File: src/sv/avcb64_pkg.sv
`timescale 1ns / 1ps
package avcb64_pkg;

   localparam int QueueDepthDefault = 4;

   localparam logic [7:0] CharComma = 8'h2c;
   localparam logic [7:0] CharPad   = 8'h3d;

   // one accepted byte gives at most four characters
   typedef struct packed {
      logic [3:0][7:0] chars;    // chars[0] goes out first
      logic [2:0]      count;    // 1..4
      logic            char_ok;  // 0 only for a bare end marker
      logic            last;     // final character of the group ends the record
   } grp_type;

   function automatic logic [7:0] b64_char(input logic [5:0] v);
      logic [7:0] ch;
      if (v < 6'd26) begin
         ch = 8'h41 + {2'b00, v};
      end else if (v < 6'd52) begin
         ch = 8'h61 + {2'b00, v} - 8'd26;
      end else if (v < 6'd62) begin
         ch = 8'h30 + {2'b00, v} - 8'd52;
      end else if (v == 6'd62) begin
         ch = 8'h2b;
      end else begin
         ch = 8'h2f;
      end
      return ch;
   endfunction

endpackage

File: src/sv/avc_config_to_base64_param_sets_core.sv
`timescale 1ns / 1ps
// Path: a request's group is written into the group queue, then loaded into the back
// end's group register, from which its first character shows on the rsp_ ports. Throughput:
// one character per cycle while popped with groups queued; a request is taken every cycle
// while the group queue has room, so bytes that each close a group of four are taken only
// as fast as their characters drain. The rate is set by the single-character result port.
// Reset (synchronous, active high) returns the parser to idle and empties queue and output.
module avc_config_to_base64_param_sets_core #(
   parameter int QUEUE_DEPTH = avcb64_pkg::QueueDepthDefault
) (
   input  logic       clock,
   input  logic       reset,
   input  logic       req_push,
   output logic       req_full,
   input  logic [7:0] req_data_byte,
   input  logic       req_first,
   output logic       rsp_empty,
   input  logic       rsp_pop,
   output logic [7:0] rsp_out_char,
   output logic       rsp_char_valid,
   output logic       rsp_last
);
   import avcb64_pkg::*;

   // front to queue
   logic    q_full;
   logic    q_push;
   grp_type q_push_grp;

   // queue to back
   logic    q_valid;
   logic    q_pop;
   grp_type q_pop_grp;

   // Front: parse the record one byte per request, build the group of characters
   // that byte causes (comma, Base64 digits, padding or a bare end marker).
   avcb64_front u_front (
      .clock         (clock),
      .reset         (reset),
      .req_push      (req_push),
      .req_full      (req_full),
      .req_data_byte (req_data_byte),
      .req_first     (req_first),
      .q_full        (q_full),
      .q_push        (q_push),
      .q_grp         (q_push_grp)
   );

   // Short queue of groups: lets the parser run ahead while characters drain.
   avcb64_queue #(
      .Depth (QUEUE_DEPTH)
   ) u_queue (
      .clock    (clock),
      .reset    (reset),
      .push     (q_push),
      .push_grp (q_push_grp),
      .full     (q_full),
      .pop      (q_pop),
      .valid    (q_valid),
      .pop_grp  (q_pop_grp)
   );

   // Back: hold one group, advance one character per pop, load the next group
   // in the same cycle the last character goes.
   avcb64_back u_back (
      .clock          (clock),
      .reset          (reset),
      .q_valid        (q_valid),
      .q_grp          (q_pop_grp),
      .q_pop          (q_pop),
      .rsp_empty      (rsp_empty),
      .rsp_pop        (rsp_pop),
      .rsp_out_char   (rsp_out_char),
      .rsp_char_valid (rsp_char_valid),
      .rsp_last       (rsp_last)
   );

endmodule

File: src/sv/avcb64_front.sv
`timescale 1ns / 1ps
module avcb64_front (
   input  logic                clock,
   input  logic                reset,
   input  logic                req_push,
   output logic                req_full,
   input  logic [7:0]          req_data_byte,
   input  logic                req_first,
   input  logic                q_full,
   output logic                q_push,
   output avcb64_pkg::grp_type q_grp
);
   import avcb64_pkg::*;

   localparam logic [2:0] PhIdle     = 3'd0;
   localparam logic [2:0] PhHeader   = 3'd1;
   localparam logic [2:0] PhSpsCount = 3'd2;
   localparam logic [2:0] PhLenHi    = 3'd3;
   localparam logic [2:0] PhLenLo    = 3'd4;
   localparam logic [2:0] PhData     = 3'd5;
   localparam logic [2:0] PhPpsCount = 3'd6;
   localparam logic [2:0] PhDone     = 3'd7;

   logic [2:0]  phase_ff, phase_in;
   logic [2:0]  hdr_ff, hdr_in;
   logic [7:0]  sets_ff, sets_in;
   logic        pps_ff, pps_in;
   logic        sps_done_ff, sps_done_in;
   logic [7:0]  lenhi_ff, lenhi_in;
   logic [15:0] left_ff, left_in;
   logic [15:0] pend_ff, pend_in;
   logic [1:0]  pcnt_ff, pcnt_in;

   logic        accept;
   logic        ended;
   logic [2:0]  n;
   grp_type     grp;
   logic [7:0]  b;
   logic [7:0]  b0;
   logic [7:0]  b1;
   logic [7:0]  sets_dec;

   assign req_full = q_full;
   assign accept   = req_push && !q_full;
   assign b        = req_data_byte;

   always_comb begin
      phase_in    = phase_ff;
      hdr_in      = hdr_ff;
      sets_in     = sets_ff;
      pps_in      = pps_ff;
      sps_done_in = sps_done_ff;
      lenhi_in    = lenhi_ff;
      left_in     = left_ff;
      pend_in     = pend_ff;
      pcnt_in     = pcnt_ff;
      ended       = 1'b0;
      n           = 3'd0;
      grp         = '0;
      grp.char_ok = 1'b1;
      b0          = pend_ff[15:8];
      b1          = pend_ff[7:0];
      sets_dec    = 8'd0;

      // restart: drop all progress, take this byte as header byte 0
      if (req_first) begin
         phase_in    = PhHeader;
         hdr_in      = 3'd0;
         sets_in     = 8'd0;
         pps_in      = 1'b0;
         sps_done_in = 1'b0;
         lenhi_in    = 8'd0;
         left_in     = 16'd0;
         pend_in     = 16'd0;
         pcnt_in     = 2'd0;
      end

      case (phase_in)
         PhHeader: begin
            hdr_in = hdr_in + 3'd1;
            if (hdr_in >= 3'd5) begin
               phase_in = PhSpsCount;
            end
         end
         PhSpsCount: begin
            sets_in  = {3'b000, b[4:0]};
            pps_in   = 1'b0;
            phase_in = (b[4:0] != 5'd0) ? PhLenHi : PhPpsCount;
         end
         PhPpsCount: begin
            sets_in = b;
            pps_in  = 1'b1;
            if (b != 8'd0) begin
               phase_in = PhLenHi;
            end else begin
               phase_in = PhDone;
               ended    = 1'b1;
            end
         end
         PhLenHi: begin
            lenhi_in = b;
            phase_in = PhLenLo;
         end
         PhLenLo: begin
            left_in = {lenhi_in, b};
            pend_in = 16'd0;
            pcnt_in = 2'd0;
            if (pps_in || sps_done_in) begin
               grp.chars[0] = CharComma;
               n            = 3'd1;
            end
            if (!pps_in) begin
               sps_done_in = 1'b1;
            end
            if (left_in == 16'd0) begin
               sets_dec = sets_in - 8'd1;
               sets_in  = sets_dec;
               if (sets_dec != 8'd0) begin
                  phase_in = PhLenHi;
               end else if (pps_in) begin
                  phase_in = PhDone;
                  ended    = 1'b1;
               end else begin
                  phase_in = PhPpsCount;
               end
            end else begin
               phase_in = PhData;
            end
         end
         PhData: begin
            left_in = left_in - 16'd1;
            if (pcnt_in == 2'd2) begin
               // full triple: four digits
               grp.chars[0] = b64_char(b0[7:2]);
               grp.chars[1] = b64_char({b0[1:0], b1[7:4]});
               grp.chars[2] = b64_char({b1[3:0], b[7:6]});
               grp.chars[3] = b64_char(b[5:0]);
               n            = 3'd4;
               pend_in      = 16'd0;
               pcnt_in      = 2'd0;
            end else begin
               pend_in = {pend_in[7:0], b};
               pcnt_in = pcnt_in + 2'd1;
               if (left_in == 16'd0) begin
                  if (pcnt_in == 2'd1) begin
                     grp.chars[0] = b64_char(b[7:2]);
                     grp.chars[1] = b64_char({b[1:0], 4'd0});
                     grp.chars[2] = CharPad;
                     grp.chars[3] = CharPad;
                  end else begin
                     grp.chars[0] = b64_char(pend_in[15:10]);
                     grp.chars[1] = b64_char({pend_in[9:8], b[7:4]});
                     grp.chars[2] = b64_char({b[3:0], 2'd0});
                     grp.chars[3] = CharPad;
                  end
                  n       = 3'd4;
                  pend_in = 16'd0;
                  pcnt_in = 2'd0;
               end
            end
            if (left_in == 16'd0) begin
               sets_dec = sets_in - 8'd1;
               sets_in  = sets_dec;
               if (sets_dec != 8'd0) begin
                  phase_in = PhLenHi;
               end else if (pps_in) begin
                  phase_in = PhDone;
                  ended    = 1'b1;
               end else begin
                  phase_in = PhPpsCount;
               end
            end
         end
         default: begin
         end
      endcase

      // record end with nothing to say: bare marker
      if (ended && (n == 3'd0)) begin
         grp.chars[0] = 8'd0;
         grp.char_ok  = 1'b0;
         n            = 3'd1;
      end
      grp.count = n;
      grp.last  = ended;
   end

   assign q_push = accept && (n != 3'd0);
   assign q_grp  = grp;

   always_ff @(posedge clock) begin
      if (reset) begin
         phase_ff    <= PhIdle;
         hdr_ff      <= 3'd0;
         sets_ff     <= 8'd0;
         pps_ff      <= 1'b0;
         sps_done_ff <= 1'b0;
         lenhi_ff    <= 8'd0;
         left_ff     <= 16'd0;
         pend_ff     <= 16'd0;
         pcnt_ff     <= 2'd0;
      end else if (accept) begin
         phase_ff    <= phase_in;
         hdr_ff      <= hdr_in;
         sets_ff     <= sets_in;
         pps_ff      <= pps_in;
         sps_done_ff <= sps_done_in;
         lenhi_ff    <= lenhi_in;
         left_ff     <= left_in;
         pend_ff     <= pend_in;
         pcnt_ff     <= pcnt_in;
      end
   end

endmodule

File: src/sv/avcb64_queue.sv
`timescale 1ns / 1ps
module avcb64_queue #(
   parameter int Depth = avcb64_pkg::QueueDepthDefault
) (
   input  logic                clock,
   input  logic                reset,
   input  logic                push,
   input  avcb64_pkg::grp_type push_grp,
   output logic                full,
   input  logic                pop,
   output logic                valid,
   output avcb64_pkg::grp_type pop_grp
);
   import avcb64_pkg::*;

   localparam int PtrW = (Depth > 1) ? $clog2(Depth) : 1;
   localparam int CntW = $clog2(Depth + 1);
   localparam logic [PtrW-1:0] PtrLast = PtrW'(Depth - 1);
   localparam logic [CntW-1:0] CntFull = CntW'(Depth);

   grp_type         mem_ff [Depth];
   logic [PtrW-1:0] wr_ptr_ff, wr_ptr_in;
   logic [PtrW-1:0] rd_ptr_ff, rd_ptr_in;
   logic [CntW-1:0] cnt_ff, cnt_in;
   logic            do_push;
   logic            do_pop;

   assign full    = (cnt_ff == CntFull);
   assign valid   = (cnt_ff != '0);
   assign pop_grp = mem_ff[rd_ptr_ff];
   assign do_push = push && !full;
   assign do_pop  = pop && valid;

   always_comb begin
      wr_ptr_in = wr_ptr_ff;
      rd_ptr_in = rd_ptr_ff;
      cnt_in    = cnt_ff;
      if (do_push) begin
         wr_ptr_in = (wr_ptr_ff == PtrLast) ? '0 : wr_ptr_ff + 1'b1;
      end
      if (do_pop) begin
         rd_ptr_in = (rd_ptr_ff == PtrLast) ? '0 : rd_ptr_ff + 1'b1;
      end
      if (do_push && !do_pop) begin
         cnt_in = cnt_ff + 1'b1;
      end else if (do_pop && !do_push) begin
         cnt_in = cnt_ff - 1'b1;
      end
   end

   always_ff @(posedge clock) begin
      if (do_push) begin
         mem_ff[wr_ptr_ff] <= push_grp;
      end
   end

   always_ff @(posedge clock) begin
      if (reset) begin
         wr_ptr_ff <= '0;
         rd_ptr_ff <= '0;
         cnt_ff    <= '0;
      end else begin
         wr_ptr_ff <= wr_ptr_in;
         rd_ptr_ff <= rd_ptr_in;
         cnt_ff    <= cnt_in;
      end
   end

endmodule

File: src/sv/avcb64_back.sv
`timescale 1ns / 1ps
module avcb64_back (
   input  logic                clock,
   input  logic                reset,
   input  logic                q_valid,
   input  avcb64_pkg::grp_type q_grp,
   output logic                q_pop,
   output logic                rsp_empty,
   input  logic                rsp_pop,
   output logic [7:0]          rsp_out_char,
   output logic                rsp_char_valid,
   output logic                rsp_last
);
   import avcb64_pkg::*;

   grp_type    cur_ff, cur_in;
   logic [1:0] idx_ff, idx_in;
   logic       busy_ff, busy_in;
   logic       at_end;
   logic       taken;
   logic       load;

   assign at_end = ({1'b0, idx_ff} == (cur_ff.count - 3'd1));
   assign taken  = busy_ff && rsp_pop;
   assign load   = q_valid && (!busy_ff || (taken && at_end));
   assign q_pop  = load;

   always_comb begin
      cur_in  = cur_ff;
      idx_in  = idx_ff;
      busy_in = busy_ff;
      if (load) begin
         cur_in  = q_grp;
         idx_in  = 2'd0;
         busy_in = 1'b1;
      end else if (taken) begin
         if (at_end) begin
            busy_in = 1'b0;
         end else begin
            idx_in = idx_ff + 2'd1;
         end
      end
   end

   assign rsp_empty      = !busy_ff;
   assign rsp_out_char   = cur_ff.chars[idx_ff];
   assign rsp_char_valid = cur_ff.char_ok;
   assign rsp_last       = cur_ff.last && at_end;

   always_ff @(posedge clock) begin
      cur_ff <= cur_in;
      idx_ff <= idx_in;
   end

   always_ff @(posedge clock) begin
      if (reset) begin
         busy_ff <= 1'b0;
      end else begin
         busy_ff <= busy_in;
      end
   end

endmodule

File: config.mk
export PLATFORM = sky130hd
export DESIGN_NAME = avc_config_to_base64_param_sets_core
export DESIGN_NICKNAME = d
export VERILOG_FILES = /design/src/sv/avcb64_pkg.sv /design/src/sv/avc_config_to_base64_param_sets_core.sv /design/src/sv/avcb64_front.sv /design/src/sv/avcb64_queue.sv /design/src/sv/avcb64_back.sv
export SDC_FILE = /design/constraint.sdc
export NUM_CORES = 1
export LEC_CHECK = 0
export ABC_AREA = 1
export CORE_ASPECT_RATIO = 1.5
export CORE_MARGIN = 5
export CORE_UTILIZATION = 30
export CTS_CLUSTER_SIZE = 20
export DETAILED_ROUTE_END_ITERATION = 10
export DONT_BUFFER_PORTS = 1
export SYNTH_ARGS = -nofsm -noshare
export SYNTH_HDL_FRONTEND = slang
export SYNTH_SLANG_ARGS = --single-unit
File: constraint.sdc
create_clock -name clock -period 3.65 [get_ports clock]
set_input_delay 0.365 -clock clock [delete_from_list [all_inputs] [get_ports clock]]
set_output_delay 0.365 -clock clock [all_outputs]
set_load 0.1 [all_outputs]
== Yosys cells after proc, flatten, opt, wreduce, memory -nomap -nowiden ==
Memories as Yosys holds them, arrays and structs flattened. A register that Yosys moved wholly into a read port is not among the register bits.
Cells that the tools add are included.
Storage, ports and cells
  register bits after elaboration: 68
  memory bits (writable): 148
  bits of input ports: 13
  word-level logic and storage cells: 248
  memories kept: 1
Operators by class
  $add $sub $neg: 55
  magnitude comparators: 29
  equality and inequality tests: 19
  muxes and demuxes: 96
  bitwise logic cells: 1
  reduce and logical (&&, ||, !) cells: 32
Memories
  u_queue.mem_ff: words 4, width 37, read ports 1, clocked after Yosys merged registers in 1, write ports 1, line avcb64_queue.sv:21  | grp_type mem_ff [Depth];
Operator list (number)
  8-bit two-way mux: 34
  7-bit by 6-bit adder with 8-bit output (first input constant): 18
  6-bit < comparator (second input constant): 18
  8-bit by 5-bit subtractor with 8-bit output (second input constant): 9
  8-bit by 6-bit subtractor with 8-bit output (second input constant): 9
  16-bit two-way mux: 4
  32-bit two-way mux: 2
  16-bit one-hot mux with 2 select lines: 2
  6-bit by 6-bit adder with 7-bit output (first input constant): 9
  3-bit two-way mux: 21
  6-bit by 5-bit < comparator with 1-bit output (second input constant): 9
  24-bit two-way mux: 2
  6-bit equality test (second input constant): 7
  16-bit zero test: 2
  8-bit one-hot mux with 4 select lines: 1
  3-bit one-hot mux with 6 select lines: 1
  1-bit two-way mux: 17
  8-bit binary-select mux with 2-bit select: 1
  8-bit one-hot mux with 2 select lines: 1
  8-bit nonzero test: 2
  16-bit by 1-bit subtractor with 16-bit output (second input constant): 1
  3-bit equality test (second input constant): 4
  1-bit logical AND: 11
  2-bit two-way mux: 5
  other kinds (24): 42

== Depth between registers and ports, before layout ==
  depth in word-level cells: 16
  mapped depth: 25
  gate-level depth less buffers: 24

== Cells and area by module ==
Synthesis repeated with hierarchy kept, for this count alone.
Second synthesis, totals
  cells, all modules: 1782
  area, all modules: 14800.4 um2
By module, submodules not included
  avcb64_front: times used 1, cells each 1234, area each 7214.4 um2, sequential area each 1161.1 um2
  avcb64_queue: times used 1, cells each 428, area each 5985.7 um2, sequential area each 4624.4 um2
  avcb64_back: times used 1, cells each 120, area each 1600.3 um2, sequential area each 1171.1 um2

== Worst setup path before layout ==
OpenSTA, ideal clock, no wires.
  path type: input port to flip-flop
  from: input req_first
  to: memory u_queue.mem_ff[0][0] in the netlist's numbering (enable)
  setup time: 0.429 ns
  arrival: 3.459 ns
  path slack: -0.238 ns
  cell stages on the path: 14
  cells stage by stage: inv_2 -> buf_6 -> buf_6 -> buf_6 -> clkbuf_1 -> nand2_1 -> inv_1 -> ha_1 -> clkinv_1 -> nand2_2 -> nand2_4 -> nand3_4 -> nand2_4 -> nor2_1
On the way
  cells in the longest elaborated chain, start to end: 14
RTL lines
  start, declared: line avc_config_to_base64_param_sets_core.sv:16  | input logic req_first,
  16-bit two-way mux: line avcb64_front.sv:66  | if (req_first) begin
  16-bit by 1-bit subtractor with 16-bit output: line avcb64_front.sv:131  | left_in = left_in - 16'd1;
  16-bit zero test: line avcb64_front.sv:144, avcb64_front.sv:161
  3-bit two-way mux: line avcb64_front.sv:144  | if (left_in == 16'd0) begin
  3-bit two-way mux: line avcb64_front.sv:132  | if (pcnt_in == 2'd2) begin
  3-bit one-hot mux with 2 select lines: line avcb64_front.sv:78  | case (phase_in)
  3-bit zero test: line avcb64_front.sv:179  | if (ended && (n == 3'd0)) begin
  1-bit logical AND: line avcb64_front.sv:179
  3-bit two-way mux (*): line avcb64_front.sv:179
  3-bit nonzero test (*): line avcb64_front.sv:188  | assign q_push = accept && (n != 3'd0);
  1-bit logical AND (*): line avcb64_front.sv:188
  1-bit logical AND (*): line avcb64_queue.sv:31  | assign do_push = push && !full;
  1-bit two-way mux (*): line avcb64_queue.sv:52  | if (do_push) begin
  1-bit two-way mux (implied by the code) (*): line avcb64_queue.sv:53  | mem_ff[wr_ptr_ff] <= push_grp;
  end, declared: line avcb64_queue.sv:21
Mark *: on every way between the ends. The rest lies on a longest branch, timed or not.

== Worst setup path after layout ==
  from: register u_front.left_ff[0]
  to: register u_queue.cnt_ff[2]
On the way
  cells in the longest elaborated chain, start to end: 15
RTL lines
  start, declared: line avcb64_front.sv:30  | logic [15:0] left_ff, left_in;
  start signal, assigned: line avcb64_front.sv:209  | left_ff <= left_in;
  16-bit two-way mux (*): line avcb64_front.sv:66
  16-bit by 1-bit subtractor with 16-bit output (*): line avcb64_front.sv:131
  16-bit zero test (*): line avcb64_front.sv:144, avcb64_front.sv:161
  3-bit two-way mux: line avcb64_front.sv:144
  3-bit two-way mux: line avcb64_front.sv:132
  3-bit one-hot mux with 2 select lines: line avcb64_front.sv:78
  3-bit zero test: line avcb64_front.sv:179
  1-bit logical AND: line avcb64_front.sv:179
  3-bit two-way mux (*): line avcb64_front.sv:179
  3-bit nonzero test (*): line avcb64_front.sv:188
  1-bit logical AND (*): line avcb64_front.sv:188
  1-bit logical AND (*): line avcb64_queue.sv:31
  net u_queue.do_push: line avcb64_queue.sv:25  | logic do_push;
  1-bit zero test: line avcb64_queue.sv:46  | end else if (do_pop && !do_push) begin
  1-bit logical AND: line avcb64_queue.sv:46
  2-bit nonzero test (no line)
  end signal, assigned: line avcb64_queue.sv:65  | cnt_ff <= cnt_in;
  end, declared: line avcb64_queue.sv:24  | logic [CntW-1:0] cnt_ff, cnt_in;
The timed path passes the listed nets; every way through them passes the cells marked *.
A chain may end at the register's enable or synchronous reset.

==> run summary <==
Worst setup SP type = register
Max Cap Viol = 0
peak per-stage delay on the critical path = 0.38 ns
Die Area = 0.0548 sq mm
Cell Area, Synth = 0.0150 sq mm
Yosys cell types = 58
DP HPWL = 34000 um
Syn Nets = 1941
Top Family by Delay on Critical Path = simple AND/OR/NAND/NOR gates
Placement Cell Area = 0.0161 sq mm
sequential area share after synthesis = 0.450
Psw = 3.94 mW
drt pass-1 iters = 6
width of the die = 193 um
most common cell in the synthesized netlist = nand2_1
Crit Path Category = reg2reg
Most used DFF post-synth = edfxtp_1
Routed Antenna Nets = 0
CP max FO = 5
Slew Viols, Final = 0
layout net count = 1959
area share of the largest cell type after synthesis = 0.359
Tightest Pin Transition = 1.14 ns
Flop pwr share = 0.383
YS warnings = 0
RSZ-0062 raised after global routing = no
Finished Cell Area = 0.0171 sq mm
CP Data Required Time = 4.12 ns
CTS buffer count = 26
Crit path arrival time = 3.76 ns
relative slew slack = 0.243
first-pass GRT wire length = 73100 um
Post-synth EDFFs = 180
ANT cells = 0
Combinational Power Share = 0.346
Hold Violations, Final = 0
Setup Skew = 0.0279 ns
Final Cycle Share = 0.901
vias in the first global route = 13100
Setup WS post-layout = 0.360 ns
Switching Share = 0.403
min Tclk post-route = 3.29 ns
Clock Power Share = 0.271
DR vias = 13300
crit end category = register
clock root cell = clkbuf_16
Synth Area per Inst = 8.11 sq um
initial DRC count = 1049
hold-critical path depth = 4
internal power = 5.83 mW
path depth of the worst reg2reg path = 23
Synth async-reset ratio = 0
Std-Cell Core Area = 0.0497 sq mm
Leak = 6.64 nW
CTS tree = done
clk slew on worst S/H paths = 0.06 ns
GP Congestion = 0.910
slowest CP cell = dfxtp_1
Stages on worst setup path = 23
initial antenna violation count = 0
top cells by count, synth = nand2_1 (293), nor2_1 (232), o21ai_0 (218), inv_1 (204), edfxtp_1 (180)
cells along the critical path = nand2_4 -> ha_1 -> nand2_1 -> nand2_1 -> nor2_1 -> nand2_1 -> nor2_1 -> nand2_1 -> nor2_1 -> nand3_2 -> nand2_2 -> nand2_4 -> nand3_4 -> nand2_4 -> inv_2 -> ha_1 -> inv_1 -> fa_1 -> nor2_1 -> nor2_1 -> nand2_1 -> o21ai_0 -> a21oi_1
post-DR vias/cell = 5.22
top cells by area, synth = edfxtp_1 (36%), dfxtp_1 (9.1%), nand2_1 (7.3%)
Site Rows = 100
Die Ht = 284 um
peak supply drop = 0.531 mV
DRC = 0
CP Buf/Inv Count = 2
clk_lat worst skew = 0.55 ns
Hold Path Class = in2reg
largest net degree at the start of global routing = 75
I/O pin count = 25
Pwr Density = 572 mW/mm^2
Max Fclk = 304 MHz
drt wl/cell = 18.6 um
I/O Buffers = 0
layout cells sized above 1 = 0.0856
CTS Buffer Depth = 3
initial core utilization = 0.303
GR Overflow Total = 0
pre-CTS setup slack = 0.270 ns
cell taking the most area after synthesis = edfxtp_1
Routed WL = 47600 um
Setup-failing EPs final = 0
Seq cells post-synth = 248
outcome = complete, no violations
GRT Total Usage = 0.169
Area Growth Syn to Fin = 13.6%
H-tree levels = 1
cell count after synthesis = 1854
CTS sink count = 248
[cells in the final DEF (no fill, tap or decap), types with 4 or more instances in the layout]
master	n
and2_1	5
xnor2_1	11
nand2_1	293
clkbuf_1	7
o22ai_1	48
nor3_2	4
buf_4	55
nand2_2	5
a21oi_1	134
clkinv_1	10
a311oi_1	5
dfxtp_1	67
o21ai_0	217
nor2_2	11
dlygate4sd3_1	8
a22oi_1	13
a211oi_1	6
o21ai_1	9
clkbuf_16	27
buf_12	6
inv_1	204
nor2_1	226
a31oi_1	17
nand3_1	81
inv_2	5
ha_1	73
edfxtp_1	180
o22ai_2	8
nand4_1	20
nor2_4	7
o211ai_1	28
xor2_1	18
o221ai_1	10
nor3_1	16
[worst paths after layout]
path	from	to	slack [ns]
setup / recovery	u_front.left_ff[0]	u_queue.cnt_ff[2]	0.36
hold / removal	req_data_byte[5]	u_front.sets_ff[5]	0.09
setup reg to reg	u_front.left_ff[0]	u_queue.cnt_ff[2]	0.36
hold reg to reg	u_front.hdr_ff[0]	u_front.hdr_ff[0]	0.46
[worst reg2reg max path: cells and delay by family (launching register included)]
family | cells | cell delay [ns]
and+or+nand+nor | 16 | 1.70
adders and majority gates | 3 | 0.76
DFF | 1 | 0.38
AOI/OAI and AO/OA | 2 | 0.21
buffers and inverters | 2 | 0.17
[power groups by stage]
stage / combinational [mW] / sequential (mW) / clock, mW
global route: 3.69 / 3.77 / 2.83
CTS: 3.42 / 3.76 / 2.71
global placement: 3.35 / 3.81 / 0
floorplan: 2.45 / 3.66 / 0
finish: 3.38 / 3.74 / 2.65
detailed placement: 3.39 / 3.81 / 0
[registers in the layout, summed over array words and instances, names as in the netlist]
register and flops:
u_back.idx_ff 2, u_front.lenhi_ff 8, u_back.rsp_char_valid 1, u_front.sets_ff 8, u_front.pcnt_ff 2, u_front.pend_ff 16, u_back.cur_ff 35, u_front.phase_ff 3
u_front.hdr_ff 3, u_queue.rd_ptr_ff 2, u_back.busy_ff 1, u_queue.wr_ptr_ff 2, u_front.sps_done_ff 1, u_front.left_ff 16, u_queue.cnt_ff 3, u_front.pps_ff 1
u_queue.mem_ff 144
[kinds of logic after synthesis]
| family | count (synthesis) | share of synthesized area |
|---|---|---|
| XOR/XNOR | 29 | 0.0169 |
| flip-flops | 248 | 0.450 |
| AO/OA/AOI/OAI | 520 | 0.197 |
| AND/OR/NAND/NOR | 688 | 0.198 |
| adder cells (fa/ha/maj) | 74 | 0.0621 |
| buffers and inverters | 295 | 0.0764 |
[per-stage QoR]
step,hold WS (ns),setup TNS (ns),power (mW),util,cells
after floorplan,0.440,-34.26,6.11,-,1854
after global placement,0.443,0,7.17,0.325,2498
after detailed placement,0.444,0,7.21,0.325,2498
after CTS,0.0631,0,9.89,0.344,2555
after global routing,0.108,0,10.3,0.344,2555
final,0.0933,0,9.77,0.344,2555
[what timing repair did]
| item | in CTS | in global routing |
|---|---|---|
| endpoints found under the hold margin | 40 | 0 |
| setup buffers | 0 | 0 |
| gates resized for setup | 0 | 0 |
| hold buffers | 9 | 0 |
[layout make-up]
cell class	count	area [sq um]
Clock buffer	35	716
Clock inverter	13	130
Multi-Input combinational cell	1311	7220
Fill cell	5152	32600
Sequential cell	248	6770
Tap cell	663	830
Timing Repair Buffer	69	613
Inverter	216	811
[routing by layer]
layer,part of all wire,GRT usage,vias up
met5,0,0,-
met1,0.38,0.191,6300
li1,-,-,6444
met3,0.053,0.0215,134
met2,0.51,0.305,448
met4,0.051,0.0865,0
Note: power is estimated with default switching activity, not from simulation.
